### src/rtl/atan_waveshaper_blend_core_assert.svh
// Assertion macros used by the top level of the waveshaper RTL.
`ifndef ATAN_WAVESHAPER_BLEND_CORE_ASSERT_SVH
`define ATAN_WAVESHAPER_BLEND_CORE_ASSERT_SVH

// Check cons in the same cycle as ante.
`define AWB_ASSERT_SAME(lbl, ante, cons) \
  lbl: assert property (@(posedge clk) disable iff (!rst_n) (ante) |-> (cons)) \
    else $error("waveshaper assertion failed");

// Check cons in the cycle after ante.
`define AWB_ASSERT_NEXT(lbl, ante, cons) \
  lbl: assert property (@(posedge clk) disable iff (!rst_n) (ante) |=> (cons)) \
    else $error("waveshaper assertion failed");

`endif

### src/rtl/awb_pkg.sv
// Types, constants and tables of the arctangent waveshaper.
package awb_pkg;

  localparam int SAMPLE_BITS     = 24;
  localparam int ATAN_STEPS      = 16;
  localparam int ANGLE_TABLE_LEN = 24;
  localparam int STEPS = (ATAN_STEPS < ANGLE_TABLE_LEN) ? ATAN_STEPS : ANGLE_TABLE_LEN;
  localparam int ANG_IDX_W = $clog2(ANGLE_TABLE_LEN);

  localparam int GAIN_W    = 16;
  localparam int CFG_IDX_W = 2;

  localparam int X23_W  = 24;
  localparam int NORM_W = SAMPLE_BITS + X23_W;
  localparam int P1_W   = X23_W + GAIN_W + 1;
  localparam int A_W    = P1_W + GAIN_W + 1;
  localparam int CW     = A_W + 2;
  localparam int CORDIC_ONE_POS = 42;
  localparam int ANG_W  = 32;
  localparam int Z_W    = ANG_W + 1;

  localparam int RECIP_W  = 24;
  localparam int ZB_W     = Z_W + GAIN_W + 1;
  localparam int XR_W     = SAMPLE_BITS + RECIP_W + 1;
  localparam int XR_SHIFT = 32 - SAMPLE_BITS;
  localparam int SUM_W    = XR_W + XR_SHIFT + 2;
  localparam int MIX_SHIFT = 16;
  localparam int RS_W     = SUM_W - MIX_SHIFT;
  localparam int PROD_W   = RS_W + GAIN_W + 1;
  localparam int OUT_SHIFT = 45 - SAMPLE_BITS;
  localparam int Y_W      = PROD_W - OUT_SHIFT;

  localparam int DIV_N_W   = 30;
  localparam int DIV_CNT_W = $clog2(DIV_N_W);

  localparam logic signed [CW-1:0] CORDIC_X0 = CW'(64'd1 << CORDIC_ONE_POS);
  localparam logic signed [SUM_W-1:0] MIX_HALF = SUM_W'(64'd1 << (MIX_SHIFT - 1));
  localparam logic signed [PROD_W-1:0] OUT_HALF = PROD_W'(64'd1 << (OUT_SHIFT - 1));
  localparam logic [DIV_N_W-1:0] DIV_ONE = {1'b1, {(DIV_N_W-1){1'b0}}};

  localparam logic signed [SAMPLE_BITS-1:0] SAMPLE_MAX = {1'b0, {(SAMPLE_BITS-1){1'b1}}};
  localparam logic signed [SAMPLE_BITS-1:0] SAMPLE_MIN = {1'b1, {(SAMPLE_BITS-1){1'b0}}};

  localparam logic [GAIN_W-1:0]  BLEND_ZERO_SUBST = 16'd33;
  localparam logic [GAIN_W-1:0]  DRIVE_RST  = 16'd32768;
  localparam logic [GAIN_W-1:0]  RANGE_RST  = 16'd16;
  localparam logic [GAIN_W-1:0]  BLEND_RST  = 16'd32768;
  localparam logic [GAIN_W-1:0]  VOLUME_RST = 16'd16384;
  localparam logic [RECIP_W-1:0] RECIP_RST  = 24'd16384;

  typedef enum logic [CFG_IDX_W-1:0] {
    CFG_DRIVE,
    CFG_RANGE,
    CFG_BLEND,
    CFG_VOLUME
  } cfg_idx_t;

  typedef struct packed {
    logic [GAIN_W-1:0] drive_gain;
    logic [GAIN_W-1:0] range_gain;
    logic [GAIN_W-1:0] blend_gain;
    logic [GAIN_W-1:0] volume_gain;
  } gains_t;

  typedef struct packed {
    logic [RECIP_W-1:0] value;
    logic               busy;
  } recip_t;

  typedef struct packed {
    logic [CW-1:0]          cx;
    logic [CW-1:0]          cy;
    logic [Z_W-1:0]         z;
    logic [SAMPLE_BITS-1:0] x;
    logic                   neg;
    logic                   zero;
  } cordic_t;

  function automatic logic signed [X23_W-1:0] norm23(input logic signed [SAMPLE_BITS-1:0] x);
    logic signed [NORM_W-1:0] w;
    w = NORM_W'(x) <<< X23_W;
    w = w >>> SAMPLE_BITS;
    return w[X23_W-1:0];
  endfunction

  // atan(2^-i) with pi/2 = 2^30
  function automatic logic [ANG_W-1:0] angle(input logic [ANG_IDX_W-1:0] i);
    logic [ANG_W-1:0] a;
    case (i)
      5'd0:    a = 32'h20000000;
      5'd1:    a = 32'h12E4051E;
      5'd2:    a = 32'h09FB385B;
      5'd3:    a = 32'h051111D4;
      5'd4:    a = 32'h028B0D43;
      5'd5:    a = 32'h0145D7E1;
      5'd6:    a = 32'h00A2F61E;
      5'd7:    a = 32'h00517C55;
      5'd8:    a = 32'h0028BE53;
      5'd9:    a = 32'h00145F2F;
      5'd10:   a = 32'h000A2F98;
      5'd11:   a = 32'h000517CC;
      5'd12:   a = 32'h00028BE6;
      5'd13:   a = 32'h000145F3;
      5'd14:   a = 32'h0000A2FA;
      5'd15:   a = 32'h0000517D;
      5'd16:   a = 32'h000028BE;
      5'd17:   a = 32'h0000145F;
      5'd18:   a = 32'h00000A30;
      5'd19:   a = 32'h00000518;
      5'd20:   a = 32'h0000028C;
      5'd21:   a = 32'h00000146;
      5'd22:   a = 32'h000000A3;
      5'd23:   a = 32'h00000051;
      default: a = '0;
    endcase
    return a;
  endfunction

endpackage

### src/rtl/awb_front.sv
// Drive and range scaling, then magnitude and sign split for the arctangent.
module awb_front (
  input  logic                            clk,
  input  logic                            rst_n,
  input  logic                            in_valid,
  output logic                            in_ready,
  input  logic [awb_pkg::SAMPLE_BITS-1:0] in_sample,
  input  awb_pkg::gains_t                 gains,
  output logic                            out_valid,
  input  logic                            out_ready,
  output awb_pkg::cordic_t                out_item
);
  import awb_pkg::*;

  logic v1_r, v1_nxt, v2_r, v2_nxt, v3_r, v3_nxt;
  logic rdy1, rdy2, rdy3;

  logic signed [SAMPLE_BITS-1:0] x1_r, x1_nxt, x2_r, x2_nxt;
  logic signed [P1_W-1:0]        p1_r, p1_nxt;
  logic signed [A_W-1:0]         a_r, a_nxt;
  cordic_t                       c_r, c_nxt;

  logic signed [X23_W-1:0] x23;
  logic                    a_neg;
  logic [A_W-1:0]          a_mag;

  assign rdy3     = !v3_r || out_ready;
  assign rdy2     = !v2_r || rdy3;
  assign rdy1     = !v1_r || rdy2;
  assign in_ready = rdy1;

  always_comb begin
    v1_nxt = rdy1 ? in_valid : v1_r;
    v2_nxt = rdy2 ? v1_r : v2_r;
    v3_nxt = rdy3 ? v2_r : v3_r;

    x23   = norm23($signed(in_sample));
    a_neg = a_r[A_W-1];
    a_mag = a_neg ? (~a_r + 1'b1) : a_r;

    x1_nxt = x1_r;
    p1_nxt = p1_r;
    if (rdy1 && in_valid) begin
      x1_nxt = $signed(in_sample);
      p1_nxt = x23 * $signed({1'b0, gains.drive_gain});
    end

    x2_nxt = x2_r;
    a_nxt  = a_r;
    if (rdy2 && v1_r) begin
      x2_nxt = x1_r;
      a_nxt  = p1_r * $signed({1'b0, gains.range_gain});
    end

    c_nxt = c_r;
    if (rdy3 && v2_r) begin
      c_nxt.cx   = CORDIC_X0;
      c_nxt.cy   = {2'b00, a_mag};
      c_nxt.z    = '0;
      c_nxt.x    = x2_r;
      c_nxt.neg  = a_neg;
      c_nxt.zero = (a_r == '0);
    end
  end

  always_ff @(posedge clk) begin
    if (!rst_n) begin
      v1_r <= 1'b0;
      v2_r <= 1'b0;
      v3_r <= 1'b0;
    end else begin
      v1_r <= v1_nxt;
      v2_r <= v2_nxt;
      v3_r <= v3_nxt;
    end
    x1_r <= x1_nxt;
    p1_r <= p1_nxt;
    x2_r <= x2_nxt;
    a_r  <= a_nxt;
    c_r  <= c_nxt;
  end

  assign out_valid = v3_r;
  assign out_item  = c_r;

endmodule

### config.mk
export PLATFORM = sky130hd
export DESIGN_NAME = awb_front
export DESIGN_NICKNAME = d
export VERILOG_FILES = /design/src/rtl/atan_waveshaper_blend_core_assert.svh /design/src/rtl/awb_pkg.sv /design/src/rtl/awb_front.sv
export SDC_FILE = /design/constraint.sdc
export NUM_CORES = 2
export LEC_CHECK = 0
export BUFFER_PORTS_ARGS = -buffer_cell sky130_fd_sc_hd__clkbuf_2
export CORE_MARGIN = 2
export CORE_UTILIZATION = 67
export CTS_CLUSTER_DIAMETER = 200
export DETAILED_ROUTE_END_ITERATION = 7
export PLACE_DENSITY = 0.87
export SYNTH_ARGS = -nofsm -noshare
export SYNTH_HDL_FRONTEND = slang
export SYNTH_SLANG_ARGS = --single-unit
### constraint.sdc
create_clock -name clk -period 18.69 [get_ports clk]
set_input_delay 3.738 -clock clk [delete_from_list [all_inputs] [get_ports clk]]
set_output_delay 3.738 -clock clk [all_outputs]
set_load 0.02 [all_outputs]
Word-level counts from Yosys, hierarchy flattened:

Cells that the tools add are included.

* bits in registers: 234
* input port bits: 92
* output and inout port bits: 181
* word-level logic and storage cells: 27

* add/subtract/negate cells: 1
* multipliers: 2
* multiplexer cells: 1
* bitwise operators: 1
* reductions and logical operators: 10

Operators with widths (number)
* adder 58 x 1 -> 58 bit (second input constant): 1
* logical NOT 58 bit: 1
* multiplier 41 x 17 -> 58 bit: 1
* inverter 58 bit: 1
* 2-to-1 mux 57 bit: 1
* multiplier 24 x 17 -> 41 bit: 1
* logical AND 1 bit: 3
* logical NOT 1 bit: 3
* logical OR 1 bit: 3

Longest topological paths before layout:

* word-level depth: 5
* mapped depth: 25
* mapped depth without buffers: 24

Worst setup path after synthesis:

No wires, ideal clock.

* path type: input to register
* from: input out_ready
* to: register a_r[0], enable pin
* library setup time: 0.648 ns
* data arrival time: 9.784 ns
* required time: 18.042 ns
* path slack: 8.258 ns
* stages: 2
* buffers on the path: 0
* cells stage by stage: nor2b_1 -> a21boi_0

* word-level cells in the longest chain between the ends: 3

Ends and longest elaborated chain
* from (decl): line awb_front.sv:10 `input logic out_ready,`
* logical OR 1 bit: line awb_front.sv:27 `assign rdy3 = !v3_r || out_ready;`
* logical OR 1 bit: line awb_front.sv:28 `assign rdy2 = !v2_r || rdy3;`
* logical AND 1 bit: line awb_front.sv:50 `if (rdy2 && v1_r) begin`
* to (signal assigned): line awb_front.sv:79 `a_r <= a_nxt;`
* to (decl): line awb_front.sv:20 `logic signed [A_W-1:0] a_r, a_nxt;`

No other way between the ends.
A chain may end at the register's enable or synchronous reset.

Worst setup path in the final report:

* from: input gains[34] in the netlist's numbering
* to: register a_r[55], data pin

* word-level cells in the longest chain between the ends: 1

Ends and longest elaborated chain
* from (decl): line awb_front.sv:8 `input awb_pkg::gains_t gains,`
* multiplier 41 x 17 -> 58 bit: line awb_front.sv:52 `a_nxt = p1_r * $signed({1'b0, gains.range_gain});`

No other way between the ends.

==> results.txt <==
----------------------------------------------------
[Finish]
  Final instance count without filler cells ... 5593
  Number of inserted diodes ... 0
  Area added between synthesis and finish ... 4.10%
  Layout Nets ... 6022
  Filler Cell Count ... 4618
  Share of layout cells above drive strength 1 ... 4.75%

[Placement]
  RePlAce Congestion ... 0.948
  Post-placement setup slack ... 7370 ps
  Buffers added on ports ... 145
  Dpl hpwl ... 83100 um
  DP Cell Count ... 5547

[Min path]
  Hold path startpoint ... x2_r[11]
  Number of cells on the worst hold path ... 0
  Min-delay worst type ... flop to flop
  Hold endpoint ... out_item[13]

[Timing]
  Maximum achievable frequency ... 91.8 MHz
  Minimum period implied by the final worst setup slack ... 10890 ps
  Relative slew slack ... 19.0%
  Total count of max-transition violations in the final report ... 0
  Unrepaired setup endpoints after global routing ... no
  Least-Margin Pin Slew ... 1220 ps
  Aggregate negative setup slack ... 0 ps
  Setup ws final ... 7800 ps
  Number of setup violations in the final report ... 0
  Hold slack final ... 408 ps
  Final clock period utilization by the worst path ... 58.3%
  Final Hold Violating Endpoints ... 0
  Final worst clock skew ... 18.7 ps

[Setup path]
  Kind of critical path ... input pin to flop
  Reg2reg setup slack ... 10870 ps
  Capturing element type of the critical path ... flop
  R2r endpoint ... a_r[55]
  Maximum fanout encountered on the critical timing path ... 41
  Critical Path Start Type ... input pin
  WP data arrival ... 11220 ps
  FF-to-FF Start ... p1_r[8]
  Logic depth of the worst register-to-register path ... 21
  Required arrival time at the worst endpoint ... 19020 ps

[Clocking]
  Clock root buffer ... sky130_fd_sc_hd__clkbuf_16
  CTS hold repair buffers ... 0
  Number of clock sinks ... 234
  Setup repair bufs after CTS ... 0
  Inserted Clock Buffers ... 25
  Number of gates resized after cts ... 0
  Buffers from clock root to sink, at most ... 3
  H-tree level count ... 1
  Clock network latency to the later pin of the worst-skew pair ... 590 ps
  Clock transition at the registers of the reported paths ... 70 ps
  Clock tree from TritonCTS ... done

[Logic synthesis]
  Avg Synthesized Cell Area ... 9.65 um^2
  Share of the synthesized area in the top cell type ... 43.8%
  Sequential element share of the synthesized area ... 15.4%
  Synthesized netlist cell count ... 4694
  Cell area after synthesis ... 0.0453 mm^2
  Number of unique standard cell types used by synthesis ... 62
  Number of synthesized flops with an enable pin ... 231
  Largest cells by area after synthesis ... sky130_fd_sc_hd__fa_1, sky130_fd_sc_hd__edfxtp_1, sky130_fd_sc_hd__inv_1, sky130_fd_sc_hd__ha_1, sky130_fd_sc_hd__nand2_1
  Post-synthesis async set-or-reset flop share ... 0%
  Total of flip-flops plus latches after synthesis ... 234
  Number of synthesis warnings ... 0
  Largest area contributor in the synthesized netlist ... sky130_fd_sc_hd__fa_1
  Dominant synthesized flop cell ... sky130_fd_sc_hd__edfxtp_1

[Floorplan]
  Starting density of the core ... 67.6%
  Floorplan die height ... 264 um
  IO Pins ... 273
  Area of the die ... 0.0697 mm^2
  Core Area ... 0.0670 mm^2
  Total number of placement rows ... 95
  Die span in x ... 264 um

[Detailed routing]
  Detailed-routing iteration count for the pre-antenna-repair pass ... 8
  Remaining antenna violation count after routing ... 0
  Violation count after the first detailed-routing iteration ... 2638
  Total detailed-routing wirelength ... 107000 um
  Avg Vias per Cell ... 5.69
  DRC violation count after routing ... 0
  Vias after detailed routing ... 31800
  Post-detailed-route wirelength per cell ... 19.2 um

[GRT]
  Combined global-route utilization of all metal layers ... 32.2%
  Wire length of the first global-routing pass ... 177000 um
  Initial antenna violation count ... 1
  Pin count of the biggest net entering global routing ... 72
  Via count of the first global-routing pass ... 35300
  Gr ovfl total ... 0

[Job]
  Number of max-capacitance violations reported ... 0

[Run status]
  Result of the run ... completed

----------------------------------------------------
==> cell families (layout without fill, tap and decap cells) <==
kind of cell | count (synthesis) | count (layout) | share of synthesized area (%)
adders and majority gates | 1229 | 1229 | 50.4
xor gates and xnor gates | 155 | 155 | 3.00
other | 2 | 95 | 0.0166
buffers and inverters | 1472 | 1405 | 13.0
AOI/OAI and AO/OA | 328 | 328 | 4.64
DFF | 234 | 234 | 15.4
and+or+nand+nor | 1274 | 1274 | 13.6
==> cell type report <==
type	instances	area, um^2	share of cell area [%]
clock buffer	30	664	1.41
clock inverter	16	277	0.586
inverter	1203	4520	9.57
multi-input combinational	3081	32800	69.6
sequential	234	7000	14.8
tap	873	1090	2.32
timing repair buffer	156	808	1.71
==> through the flow <==
step / area [um^2] / util (%)
after global placement: 46200 / 69.0
after global routing: 47200 / 70.4
final: 47200 / 70.4
after CTS: 47200 / 70.4
after detailed placement: 46200 / 69.0
after floorplan: 45700 / -
==> flip-flops by register name, indices dropped and copies added (netlist names) <==
| name | cells |
|---|---|
| a_r | 58 |
| out_item | 84 |
| out_valid | 1 |
| p1_r | 41 |
| v1_r | 1 |
| v2_r | 1 |
| x1_r | 24 |
| x2_r | 24 |
==> Yosys cell counts, types with 17 or more instances <==
library cell,count
sky130_fd_sc_hd__edfxtp_1,231
sky130_fd_sc_hd__o21bai_1,17
sky130_fd_sc_hd__o21a_1,25
sky130_fd_sc_hd__fa_1,992
sky130_fd_sc_hd__nor2_1,53
sky130_fd_sc_hd__ha_1,237
sky130_fd_sc_hd__a21oi_1,90
sky130_fd_sc_hd__inv_1,1203
sky130_fd_sc_hd__and2_1,413
sky130_fd_sc_hd__xnor2_1,124
sky130_fd_sc_hd__nand2_1,700
sky130_fd_sc_hd__a21o_1,35
sky130_fd_sc_hd__clkbuf_1,174
sky130_fd_sc_hd__xor2_1,31
sky130_fd_sc_hd__buf_4,95
sky130_fd_sc_hd__o21ai_0,74
sky130_fd_sc_hd__o31ai_1,24
==> per-layer routing <==
| layer | up-vias | global-route usage (%) | wire length [um] |
|---|---|---|---|
| li1 | 13600 | - | - |
| met1 | 16000 | 38.3 | 37300 |
| met2 | 1762 | 55.7 | 53300 |
| met3 | 481 | 6.89 | 10800 |
| met4 | 0 | 15.7 | 6040 |
| met5 | - | 0 | 0 |
==> worst max-delay path by stage <==
| stage | startpoint | cells past startpoint | to |
|---|---|---|---|
| 5_1_grt | gains[34] | 22 | a_r[55] |
| 3_5_place_dp | gains[34] | 22 | a_r[54] |
| 6_report | gains[34] | 22 | a_r[55] |
| 2_1_floorplan | out_ready | 2 | a_r[0] |
| 3_3_place_gp | gains[34] | 22 | a_r[55] |
| 4_1_cts | gains[34] | 22 | a_r[55] |
==> cells in the final DEF (no fill, tap or decap), types with 31 or more instances in the layout <==
| cell | n |
|---|---|
| sky130_fd_sc_hd__xor2_1 | 31 |
| sky130_fd_sc_hd__inv_1 | 1203 |
| sky130_fd_sc_hd__and2_1 | 413 |
| sky130_fd_sc_hd__fa_1 | 992 |
| sky130_fd_sc_hd__a21o_1 | 35 |
| sky130_fd_sc_hd__nor2_1 | 53 |
| sky130_fd_sc_hd__xnor2_1 | 124 |
| sky130_fd_sc_hd__o21ai_0 | 74 |
| sky130_fd_sc_hd__conb_1 | 95 |
| sky130_fd_sc_hd__ha_1 | 237 |
| sky130_fd_sc_hd__edfxtp_1 | 231 |
| sky130_fd_sc_hd__clkbuf_2 | 145 |
| sky130_fd_sc_hd__nand2_1 | 700 |
| sky130_fd_sc_hd__a21oi_1 | 90 |
==> worst max-delay path, cell delays in order <==
cell and delay, ps:
sky130_fd_sc_hd__clkbuf_2 870, sky130_fd_sc_hd__nand2_1 190, sky130_fd_sc_hd__fa_1 560, sky130_fd_sc_hd__fa_1 600, sky130_fd_sc_hd__fa_1 460, sky130_fd_sc_hd__fa_1 550
sky130_fd_sc_hd__inv_1 50, sky130_fd_sc_hd__fa_1 490, sky130_fd_sc_hd__inv_1 50, sky130_fd_sc_hd__fa_1 470, sky130_fd_sc_hd__inv_1 40, sky130_fd_sc_hd__ha_1 340
sky130_fd_sc_hd__a2111oi_0 430, sky130_fd_sc_hd__o21ai_0 140, sky130_fd_sc_hd__o21ai_0 90, sky130_fd_sc_hd__o31ai_1 260, sky130_fd_sc_hd__a211oi_1 550, sky130_fd_sc_hd__o31ai_1 210
sky130_fd_sc_hd__a221o_1 440, sky130_fd_sc_hd__a221oi_1 360, sky130_fd_sc_hd__a21oi_1 150, sky130_fd_sc_hd__xor2_1 160
Power is not shown: default switching activity piles up to over one toggle a cycle in this logic, so the estimate is an artifact.
