<file path="config.mk">
export PLATFORM = sky130hd
export DESIGN_NAME = awb_mix
export DESIGN_NICKNAME = d
export VERILOG_FILES = /design/src/rtl/atan_waveshaper_blend_core_assert.svh /design/src/rtl/awb_pkg.sv /design/src/rtl/awb_mix.sv
export SDC_FILE = /design/constraint.sdc
export NUM_CORES = 2
export LEC_CHECK = 0
export ABC_AREA = 1
export BUFFER_PORTS_ARGS = -buffer_cell sky130_fd_sc_hd__buf_2
export CORE_ASPECT_RATIO = 0.8
export CORE_UTILIZATION = 60
export CTS_CLUSTER_SIZE = 10
export DETAILED_ROUTE_END_ITERATION = 10
export PLACE_DENSITY = 0.84
export RECOVER_POWER = 25
export SYNTH_ARGS = -nofsm -noshare
export SYNTH_HDL_FRONTEND = slang
export SYNTH_SLANG_ARGS = --single-unit
</file>
<file path="constraint.sdc">
create_clock -name clk -period 6.69 [get_ports clk]
set_input_delay 0.669 -clock clk [delete_from_list [all_inputs] [get_ports clk]]
set_output_delay 0.669 -clock clk [all_outputs]
set_load 0.03 [all_outputs]
</file>
<file path="src/rtl/atan_waveshaper_blend_core_assert.svh">
// Assertion macros used by the top level of the waveshaper RTL.
`ifndef ATAN_WAVESHAPER_BLEND_CORE_ASSERT_SVH
`define ATAN_WAVESHAPER_BLEND_CORE_ASSERT_SVH

// Check cons in the same cycle as ante.
`define AWB_ASSERT_SAME(lbl, ante, cons) \
  lbl: assert property (@(posedge clk) disable iff (!rst_n) (ante) |-> (cons)) \
    else $error("waveshaper assertion failed");

// Check cons in the cycle after ante.
`define AWB_ASSERT_NEXT(lbl, ante, cons) \
  lbl: assert property (@(posedge clk) disable iff (!rst_n) (ante) |=> (cons)) \
    else $error("waveshaper assertion failed");

`endif

</file>
<file path="src/rtl/awb_pkg.sv">
// Types, constants and tables of the arctangent waveshaper.
package awb_pkg;

  localparam int SAMPLE_BITS     = 24;
  localparam int ATAN_STEPS      = 16;
  localparam int ANGLE_TABLE_LEN = 24;
  localparam int STEPS = (ATAN_STEPS < ANGLE_TABLE_LEN) ? ATAN_STEPS : ANGLE_TABLE_LEN;
  localparam int ANG_IDX_W = $clog2(ANGLE_TABLE_LEN);

  localparam int GAIN_W    = 16;
  localparam int CFG_IDX_W = 2;

  localparam int X23_W  = 24;
  localparam int NORM_W = SAMPLE_BITS + X23_W;
  localparam int P1_W   = X23_W + GAIN_W + 1;
  localparam int A_W    = P1_W + GAIN_W + 1;
  localparam int CW     = A_W + 2;
  localparam int CORDIC_ONE_POS = 42;
  localparam int ANG_W  = 32;
  localparam int Z_W    = ANG_W + 1;

  localparam int RECIP_W  = 24;
  localparam int ZB_W     = Z_W + GAIN_W + 1;
  localparam int XR_W     = SAMPLE_BITS + RECIP_W + 1;
  localparam int XR_SHIFT = 32 - SAMPLE_BITS;
  localparam int SUM_W    = XR_W + XR_SHIFT + 2;
  localparam int MIX_SHIFT = 16;
  localparam int RS_W     = SUM_W - MIX_SHIFT;
  localparam int PROD_W   = RS_W + GAIN_W + 1;
  localparam int OUT_SHIFT = 45 - SAMPLE_BITS;
  localparam int Y_W      = PROD_W - OUT_SHIFT;

  localparam int DIV_N_W   = 30;
  localparam int DIV_CNT_W = $clog2(DIV_N_W);

  localparam logic signed [CW-1:0] CORDIC_X0 = CW'(64'd1 << CORDIC_ONE_POS);
  localparam logic signed [SUM_W-1:0] MIX_HALF = SUM_W'(64'd1 << (MIX_SHIFT - 1));
  localparam logic signed [PROD_W-1:0] OUT_HALF = PROD_W'(64'd1 << (OUT_SHIFT - 1));
  localparam logic [DIV_N_W-1:0] DIV_ONE = {1'b1, {(DIV_N_W-1){1'b0}}};

  localparam logic signed [SAMPLE_BITS-1:0] SAMPLE_MAX = {1'b0, {(SAMPLE_BITS-1){1'b1}}};
  localparam logic signed [SAMPLE_BITS-1:0] SAMPLE_MIN = {1'b1, {(SAMPLE_BITS-1){1'b0}}};

  localparam logic [GAIN_W-1:0]  BLEND_ZERO_SUBST = 16'd33;
  localparam logic [GAIN_W-1:0]  DRIVE_RST  = 16'd32768;
  localparam logic [GAIN_W-1:0]  RANGE_RST  = 16'd16;
  localparam logic [GAIN_W-1:0]  BLEND_RST  = 16'd32768;
  localparam logic [GAIN_W-1:0]  VOLUME_RST = 16'd16384;
  localparam logic [RECIP_W-1:0] RECIP_RST  = 24'd16384;

  typedef enum logic [CFG_IDX_W-1:0] {
    CFG_DRIVE,
    CFG_RANGE,
    CFG_BLEND,
    CFG_VOLUME
  } cfg_idx_t;

  typedef struct packed {
    logic [GAIN_W-1:0] drive_gain;
    logic [GAIN_W-1:0] range_gain;
    logic [GAIN_W-1:0] blend_gain;
    logic [GAIN_W-1:0] volume_gain;
  } gains_t;

  typedef struct packed {
    logic [RECIP_W-1:0] value;
    logic               busy;
  } recip_t;

  typedef struct packed {
    logic [CW-1:0]          cx;
    logic [CW-1:0]          cy;
    logic [Z_W-1:0]         z;
    logic [SAMPLE_BITS-1:0] x;
    logic                   neg;
    logic                   zero;
  } cordic_t;

  function automatic logic signed [X23_W-1:0] norm23(input logic signed [SAMPLE_BITS-1:0] x);
    logic signed [NORM_W-1:0] w;
    w = NORM_W'(x) <<< X23_W;
    w = w >>> SAMPLE_BITS;
    return w[X23_W-1:0];
  endfunction

  // atan(2^-i) with pi/2 = 2^30
  function automatic logic [ANG_W-1:0] angle(input logic [ANG_IDX_W-1:0] i);
    logic [ANG_W-1:0] a;
    case (i)
      5'd0:    a = 32'h20000000;
      5'd1:    a = 32'h12E4051E;
      5'd2:    a = 32'h09FB385B;
      5'd3:    a = 32'h051111D4;
      5'd4:    a = 32'h028B0D43;
      5'd5:    a = 32'h0145D7E1;
      5'd6:    a = 32'h00A2F61E;
      5'd7:    a = 32'h00517C55;
      5'd8:    a = 32'h0028BE53;
      5'd9:    a = 32'h00145F2F;
      5'd10:   a = 32'h000A2F98;
      5'd11:   a = 32'h000517CC;
      5'd12:   a = 32'h00028BE6;
      5'd13:   a = 32'h000145F3;
      5'd14:   a = 32'h0000A2FA;
      5'd15:   a = 32'h0000517D;
      5'd16:   a = 32'h000028BE;
      5'd17:   a = 32'h0000145F;
      5'd18:   a = 32'h00000A30;
      5'd19:   a = 32'h00000518;
      5'd20:   a = 32'h0000028C;
      5'd21:   a = 32'h00000146;
      5'd22:   a = 32'h000000A3;
      5'd23:   a = 32'h00000051;
      default: a = '0;
    endcase
    return a;
  endfunction

endpackage

</file>
<file path="src/rtl/awb_mix.sv">
// Blend of shaped and clean sample, volume scaling and saturation.
module awb_mix (
  input  logic                             clk,
  input  logic                             rst_n,
  input  logic                             in_valid,
  output logic                             in_ready,
  input  awb_pkg::cordic_t                 in_item,
  input  awb_pkg::gains_t                  gains,
  input  logic [awb_pkg::RECIP_W-1:0]      recip_value,
  output logic                             out_valid,
  input  logic                             out_ready,
  output logic [awb_pkg::SAMPLE_BITS-1:0]  out_sample,
  output logic                             out_clipped
);
  import awb_pkg::*;

  logic v1_r, v1_nxt, v2_r, v2_nxt, v3_r, v3_nxt, v4_r, v4_nxt, v5_r, v5_nxt;
  logic rdy1, rdy2, rdy3, rdy4, rdy5;

  logic signed [Z_W-1:0]         z1_r, z1_nxt;
  logic signed [SAMPLE_BITS-1:0] x1_r, x1_nxt;
  logic signed [ZB_W-1:0]        zb2_r, zb2_nxt;
  logic signed [XR_W-1:0]        xr2_r, xr2_nxt;
  logic signed [RS_W-1:0]        rs3_r, rs3_nxt;
  logic signed [PROD_W-1:0]      prod4_r, prod4_nxt;
  logic signed [SAMPLE_BITS-1:0] y5_r, y5_nxt;
  logic                          clip5_r, clip5_nxt;

  logic signed [Z_W-1:0]    z_in;
  logic signed [Z_W-1:0]    z_sgn;
  logic [GAIN_W-1:0]        beff;
  logic signed [SUM_W-1:0]  sum;
  logic signed [SUM_W-1:0]  sum_rnd;
  logic signed [PROD_W-1:0] prod_rnd;
  logic signed [Y_W-1:0]    y_full;

  assign rdy5     = !v5_r || out_ready;
  assign rdy4     = !v4_r || rdy5;
  assign rdy3     = !v3_r || rdy4;
  assign rdy2     = !v2_r || rdy3;
  assign rdy1     = !v1_r || rdy2;
  assign in_ready = rdy1;

  always_comb begin
    v1_nxt = rdy1 ? in_valid : v1_r;
    v2_nxt = rdy2 ? v1_r : v2_r;
    v3_nxt = rdy3 ? v2_r : v3_r;
    v4_nxt = rdy4 ? v3_r : v4_r;
    v5_nxt = rdy5 ? v4_r : v5_r;

    z_in  = $signed(in_item.z);
    z_sgn = in_item.zero ? '0 : (in_item.neg ? -z_in : z_in);
    beff  = (gains.blend_gain == '0) ? BLEND_ZERO_SUBST : gains.blend_gain;

    sum     = SUM_W'(zb2_r) + (SUM_W'(xr2_r) <<< XR_SHIFT);
    sum_rnd = sum + MIX_HALF;

    prod_rnd = prod4_r + OUT_HALF;
    y_full   = Y_W'(prod_rnd >>> OUT_SHIFT);

    z1_nxt = z1_r;
    x1_nxt = x1_r;
    if (rdy1 && in_valid) begin
      z1_nxt = z_sgn;
      x1_nxt = $signed(in_item.x);
    end

    zb2_nxt = zb2_r;
    xr2_nxt = xr2_r;
    if (rdy2 && v1_r) begin
      zb2_nxt = z1_r * $signed({1'b0, beff});
      xr2_nxt = x1_r * $signed({1'b0, recip_value});
    end

    rs3_nxt = rs3_r;
    if (rdy3 && v2_r) begin
      rs3_nxt = RS_W'(sum_rnd >>> MIX_SHIFT);
    end

    prod4_nxt = prod4_r;
    if (rdy4 && v3_r) begin
      prod4_nxt = rs3_r * $signed({1'b0, gains.volume_gain});
    end

    y5_nxt    = y5_r;
    clip5_nxt = clip5_r;
    if (rdy5 && v4_r) begin
      if (y_full > Y_W'(SAMPLE_MAX)) begin
        y5_nxt    = SAMPLE_MAX;
        clip5_nxt = 1'b1;
      end else if (y_full < Y_W'(SAMPLE_MIN)) begin
        y5_nxt    = SAMPLE_MIN;
        clip5_nxt = 1'b1;
      end else begin
        y5_nxt    = y_full[SAMPLE_BITS-1:0];
        clip5_nxt = 1'b0;
      end
    end
  end

  always_ff @(posedge clk) begin
    if (!rst_n) begin
      v1_r <= 1'b0;
      v2_r <= 1'b0;
      v3_r <= 1'b0;
      v4_r <= 1'b0;
      v5_r <= 1'b0;
    end else begin
      v1_r <= v1_nxt;
      v2_r <= v2_nxt;
      v3_r <= v3_nxt;
      v4_r <= v4_nxt;
      v5_r <= v5_nxt;
    end
    z1_r    <= z1_nxt;
    x1_r    <= x1_nxt;
    zb2_r   <= zb2_nxt;
    xr2_r   <= xr2_nxt;
    rs3_r   <= rs3_nxt;
    prod4_r <= prod4_nxt;
    y5_r    <= y5_nxt;
    clip5_r <= clip5_nxt;
  end

  assign out_valid   = v5_r;
  assign out_sample  = y5_r;
  assign out_clipped = clip5_r;

endmodule

</file>
Word-level counts from Yosys, hierarchy flattened
Index checks and enable logic that the tools add are counted.

Logic and storage cells: 42. Input bits: 271. Bits in registers: 289. Output and inout bits: 27.

$mul: 3. Add/sub/neg operators: 4. Muxes and demuxes: 4. Reductions and logical operators: 16. Order comparisons: 2.

Operator list (number): 60-bit by 22-bit adder with 60-bit output (second input constant) (1); 43-bit by 17-bit multiplier with 60-bit output (1); 58-bit by 17-bit adder with 59-bit output (second input constant) (1); 50-bit by 57-bit adder with 58-bit output (1); 33-bit by 17-bit multiplier with 50-bit output (1); 24-bit by 25-bit multiplier with 49-bit output (1); 39-bit by 24-bit greater-than comparator with 1-bit output (second input constant) (1); 39-bit by 24-bit < comparator with 1-bit output (second input constant) (1); 33-bit two-way mux (1); 33-bit negation (1); 24-bit two-way mux (1); 16-bit zero test (1); 16-bit two-way mux (1); 1-bit logical AND (5); 1-bit zero test (5); 1-bit logical OR (5); 1-bit two-way mux (1).

Depth between registers and ports, before layout
Depth in word-level cells: 7. Gate-level depth with buffers: 34. Gate-level depth less buffers: 32.

Worst setup path after synthesis
Ideal clock, no wire load.

Kind: input to register. Start point: in recip_value[8] (netlist name). End point: reg xr2_r[41] (data pin). Library setup time: 0.256 ns. Required time: 6.434 ns. Slack: 0.256 ns. Stages: 24. Path buffers: 1. Data arrival time: 6.177 ns. Cell sequence: clkbuf_1 > nand2_1 > fa_1 > fa_1 > inv_1 > fa_1 > inv_1 > fa_1 > fa_1 > inv_1 > fa_1 > inv_1 > fa_1 > inv_1 > ha_1 > nand2_1 > nor2_1 > nand2_1 > o21ai_0 > nand3_1 > a21boi_0 > nor2_1 > nand2_1 > nand2_1.

Cells in the longest elaborated chain, start to end: 1.

RTL lines: start, declared (line awb_mix.sv:9) `input logic [awb_pkg::RECIP_W-1:0] recip_value,`; 24-bit by 25-bit multiplier with 49-bit output (line awb_mix.sv:72) `xr2_nxt = x1_r * $signed({1'b0, recip_value});`; end signal, assigned (line awb_mix.sv:118) `xr2_r <= xr2_nxt;`; end, declared (line awb_mix.sv:23) `logic signed [XR_W-1:0] xr2_r, xr2_nxt;`.

No other way between the ends. A chain may end at the register's enable or synchronous reset.

Final worst setup path
Start point: reg x1_r[1]. End point: reg xr2_r[36] (data pin).

Cells in the longest elaborated chain, start to end: 1.

RTL lines: start, declared (line awb_mix.sv:21) `logic signed [SAMPLE_BITS-1:0] x1_r, x1_nxt;`; start signal, assigned (line awb_mix.sv:116) `x1_r <= x1_nxt;`; 24-bit by 25-bit multiplier with 49-bit output (line awb_mix.sv:72).

No other way between the ends.

==> metrics.yaml <==
ys.flop_type: "edfxtp_1"
skew_ns: 0.0673
gp_congestion: 0.980
antenna_found_initial: 5
insertion_delay_ns: 0.63
final_common_cell: "inv_1"
max_freq_ghz: 0.152
start_util_pct: 60.4
die_h_um: 325
crit_path_end: "xr2_r[36]"
worstPathArrival_ns: 6.99
placed_cell_area_mm2: 0.0850
cp.required_ns: 7.12
grt_overflow: 0
syn_area_mm2: 0.0781
area_growth_pct: 10.8
yosysWarnings: 0
setup_viol: 0
worst_pin_slew_ns: 2.41
r2r_end: "xr2_r[36]"
path_max_fanout: 7
syn_nets: 12400
crit_path_start_kind: "flop"
drcViolationCount: 0
die_area_mm2: 0.132
core_area_mm2: 0.129
critPathSlowestCell: "fa_1"
ys_seq_area_share_pct: 9.97
highest_layer: "met5"
ys_ff_latch: 261
cp_top_family: "adder cells"
numCtsBuffers: 36
r2r_cells: 24
nNetsFinal: 12800
mostFrequentLayoutCells: "inv_1 (2827), nand2_1 (2532), fa_1 (1624)"
ios: 298
num_rows: 118
met3_length_um: 23300
wirelength_met1_um: 86200
synth_cell_types: 48
cts_buffer_depth: 3
firstDrtPassIters: 6
fill_cells: 10100
crit_buf_inv: 9
cp.depth: 24
relSlewSlack_pct: -60.8
cts_tree: "done"
ant_nets: 0
drt_iter0_markers: 6418
drive_gt1_share_pct: 9.53
cap_violations: 2
period_share_pct: 98.2
fin_crit_ns: 6.57
crit_path_end_kind: "flop"
violations: "capacitance limit, slew limit"
hold_buffers: 0
met2_length_um: 104000
drv_slew: 85
synth_edf_count: 256
status: "finished with violations"
grt_pass1_wl_um: 362000
hold_path_class: "input port to flop"
grt_max_degree: 58
cts_sinks: 261
final_area_mm2: 0.0866
vias: 66400
crit_path_start: "x1_r[1]"
wl_per_cell_um: 18.3
synthCells: 9918
grt_pass1_vias: 71500
worstReg2RegStart: "x1_r[1]"
root_buffer: "clkbuf_16"
htree_levels: 2
wirelength_um: 222000
die_w_um: 405
async_reset_ff_share_pct: 0
slowest_delay_ns: 0.55
path_cells: "buf_4, nand2_1, inv_1, fa_1, inv_1, fa_1, inv_1, fa_1, inv_1, fa_1, inv_1, fa_1, inv_1, fa_1, inv_1, fa_1, ha_4, nand2_1, o21ai_0, a21oi_1, buf_4, o21a_1, nand2_1, xor2_1"
numPortBuffers: 145
syn_area_per_cell_um2: 7.87
viasPerCell: 5.46
rrSetupSlack_ns: 0.12
worst-setup-path-type: "flop to flop"
track_usage_pct: 34.7
clk_pin_slew_ns: 0.06
post-dp-hpwl_um: 188000
hold_viol: 0
## per-layer routing
metal  vias to the layer above  track usage [%]
met3                       760             6.73
met1                     32300             46.3
met2                      3800             56.5
li1                      29500                -
met5                         -                0
met4                         2             12.6
## cell usage after synthesis, drive strengths merged (2+ instances only)
| master | n | area [um^2] |
|---|---|---|
| a21boi | 18 | 135 |
| o31ai | 2 | 15.0 |
| clkbuf | 391 | 1470 |
| o311ai | 2 | 17.5 |
| and3 | 11 | 68.8 |
| xor2 | 128 | 1120 |
| o21bai | 39 | 293 |
| nor3 | 50 | 255 |
| o211ai | 7 | 52.6 |
| nand4 | 51 | 319 |
| o21ai | 198 | 995 |
| nand2 | 2551 | 9630 |
| nand3b | 4 | 30.0 |
| o221ai | 2 | 17.5 |
| edfxtp | 256 | 7690 |
| inv | 2831 | 10600 |
| and2 | 4 | 25.0 |
| fa | 1624 | 32500 |
| a31oi | 34 | 213 |
| nor2 | 549 | 2130 |
| o2111ai | 2 | 17.5 |
| o21a | 24 | 180 |
| nand3 | 158 | 791 |
| a21oi | 288 | 1440 |
| or2 | 20 | 125 |
| buf | 6 | 52.5 |
| xnor2 | 53 | 464 |
| a211oi | 4 | 30.0 |
| nor4 | 22 | 138 |
| ha | 554 | 6930 |
| dfxtp | 5 | 100 |
| a21o | 25 | 188 |
## per-stage QoR
stage	TNS [ns]	setup WS, ns	hold slack (ns)	utilization [%]	instances
2_1_floorplan	0	0.256	0.451	-	9918
3_3_place_gp	-3.67	-0.253	0.455	65.7	12100
3_5_place_dp	-10.0	-0.365	0.473	65.7	12100
4_1_cts	0	0.0247	0.200	66.5	12100
5_1_grt	-0.545	-0.0756	0.209	66.9	12200
6_report	0	0.121	0.229	66.9	12200
## cell families (layout without fill, tap and decap cells)
family	Yosys count	after routing	synth area share, %
flip-flops	261	261	9.97
other	0	4	0
AND/OR/NAND/NOR	3421	3421	17.3
AO/OA/AOI/OAI	648	648	4.64
buffers and inverters	3229	3723	15.6
adder cells (fa/ha/maj)	2178	2178	50.5
XOR/XNOR	181	181	2.03
## worst reg2reg max path: cells and delay by family, from the launching register on
family / cells / cell delay, ns
AO/OA/AOI/OAI: 3 / 0.67
AND/OR/NAND/NOR: 3 / 0.27
XOR/XNOR: 1 / 0.24
adder cells (fa/ha/maj): 8 / 3.93
buffers and inverters: 9 / 0.79
flip-flops: 1 / 0.46
## layout make-up
| cell class | count | area [um^2] | share of cell area (%) |
|---|---|---|---|
| clock buffer | 40 | 916 | 1.06 |
| clock inverter | 14 | 160 | 0.185 |
| sequential | 261 | 7790 | 9.00 |
| timing repair buffer | 837 | 6440 | 7.44 |
| inverter | 2832 | 10600 | 12.3 |
| antenna | 4 | 10.0 | 0.0116 |
| tap | 1740 | 2180 | 2.52 |
| multi-input combinational | 6428 | 58400 | 67.5 |
## flip-flops by register name, indices dropped and copies added, names as in the netlist
name and flops:
v3_r 1, zb2_r 42, x1_r 24, v2_r 1, out_clipped 1, xr2_r 49, v4_r 1, z1_r 33
v1_r 1, out_valid 1, rs3_r 43, prod4_r 40, out_sample 24
## worst min-delay path by stage
stage               endpoint        start  cells past startpoint  slack [ns]
finish              x1_r[18]  in_item[20]                      1        0.23
CTS                 x1_r[20]  in_item[22]                      1        0.20
detailed placement      v4_r         v3_r                      2        0.47
global placement        v3_r         v2_r                      2        0.46
global route        x1_r[13]  in_item[15]                      1        0.21
floorplan               v3_r         v2_r                      2        0.45
## what timing repair did
item / 4_1_cts / 5_1_grt
gates cloned: 0 / 0
endpoints found under the setup margin: 2 / 46
gates resized for setup: 0 / 74
setup buffers: 1 / 23
pin swaps: 0 / 5
Power is not shown: default switching activity piles up to over one toggle a cycle in this logic, so the estimate is an artifact.
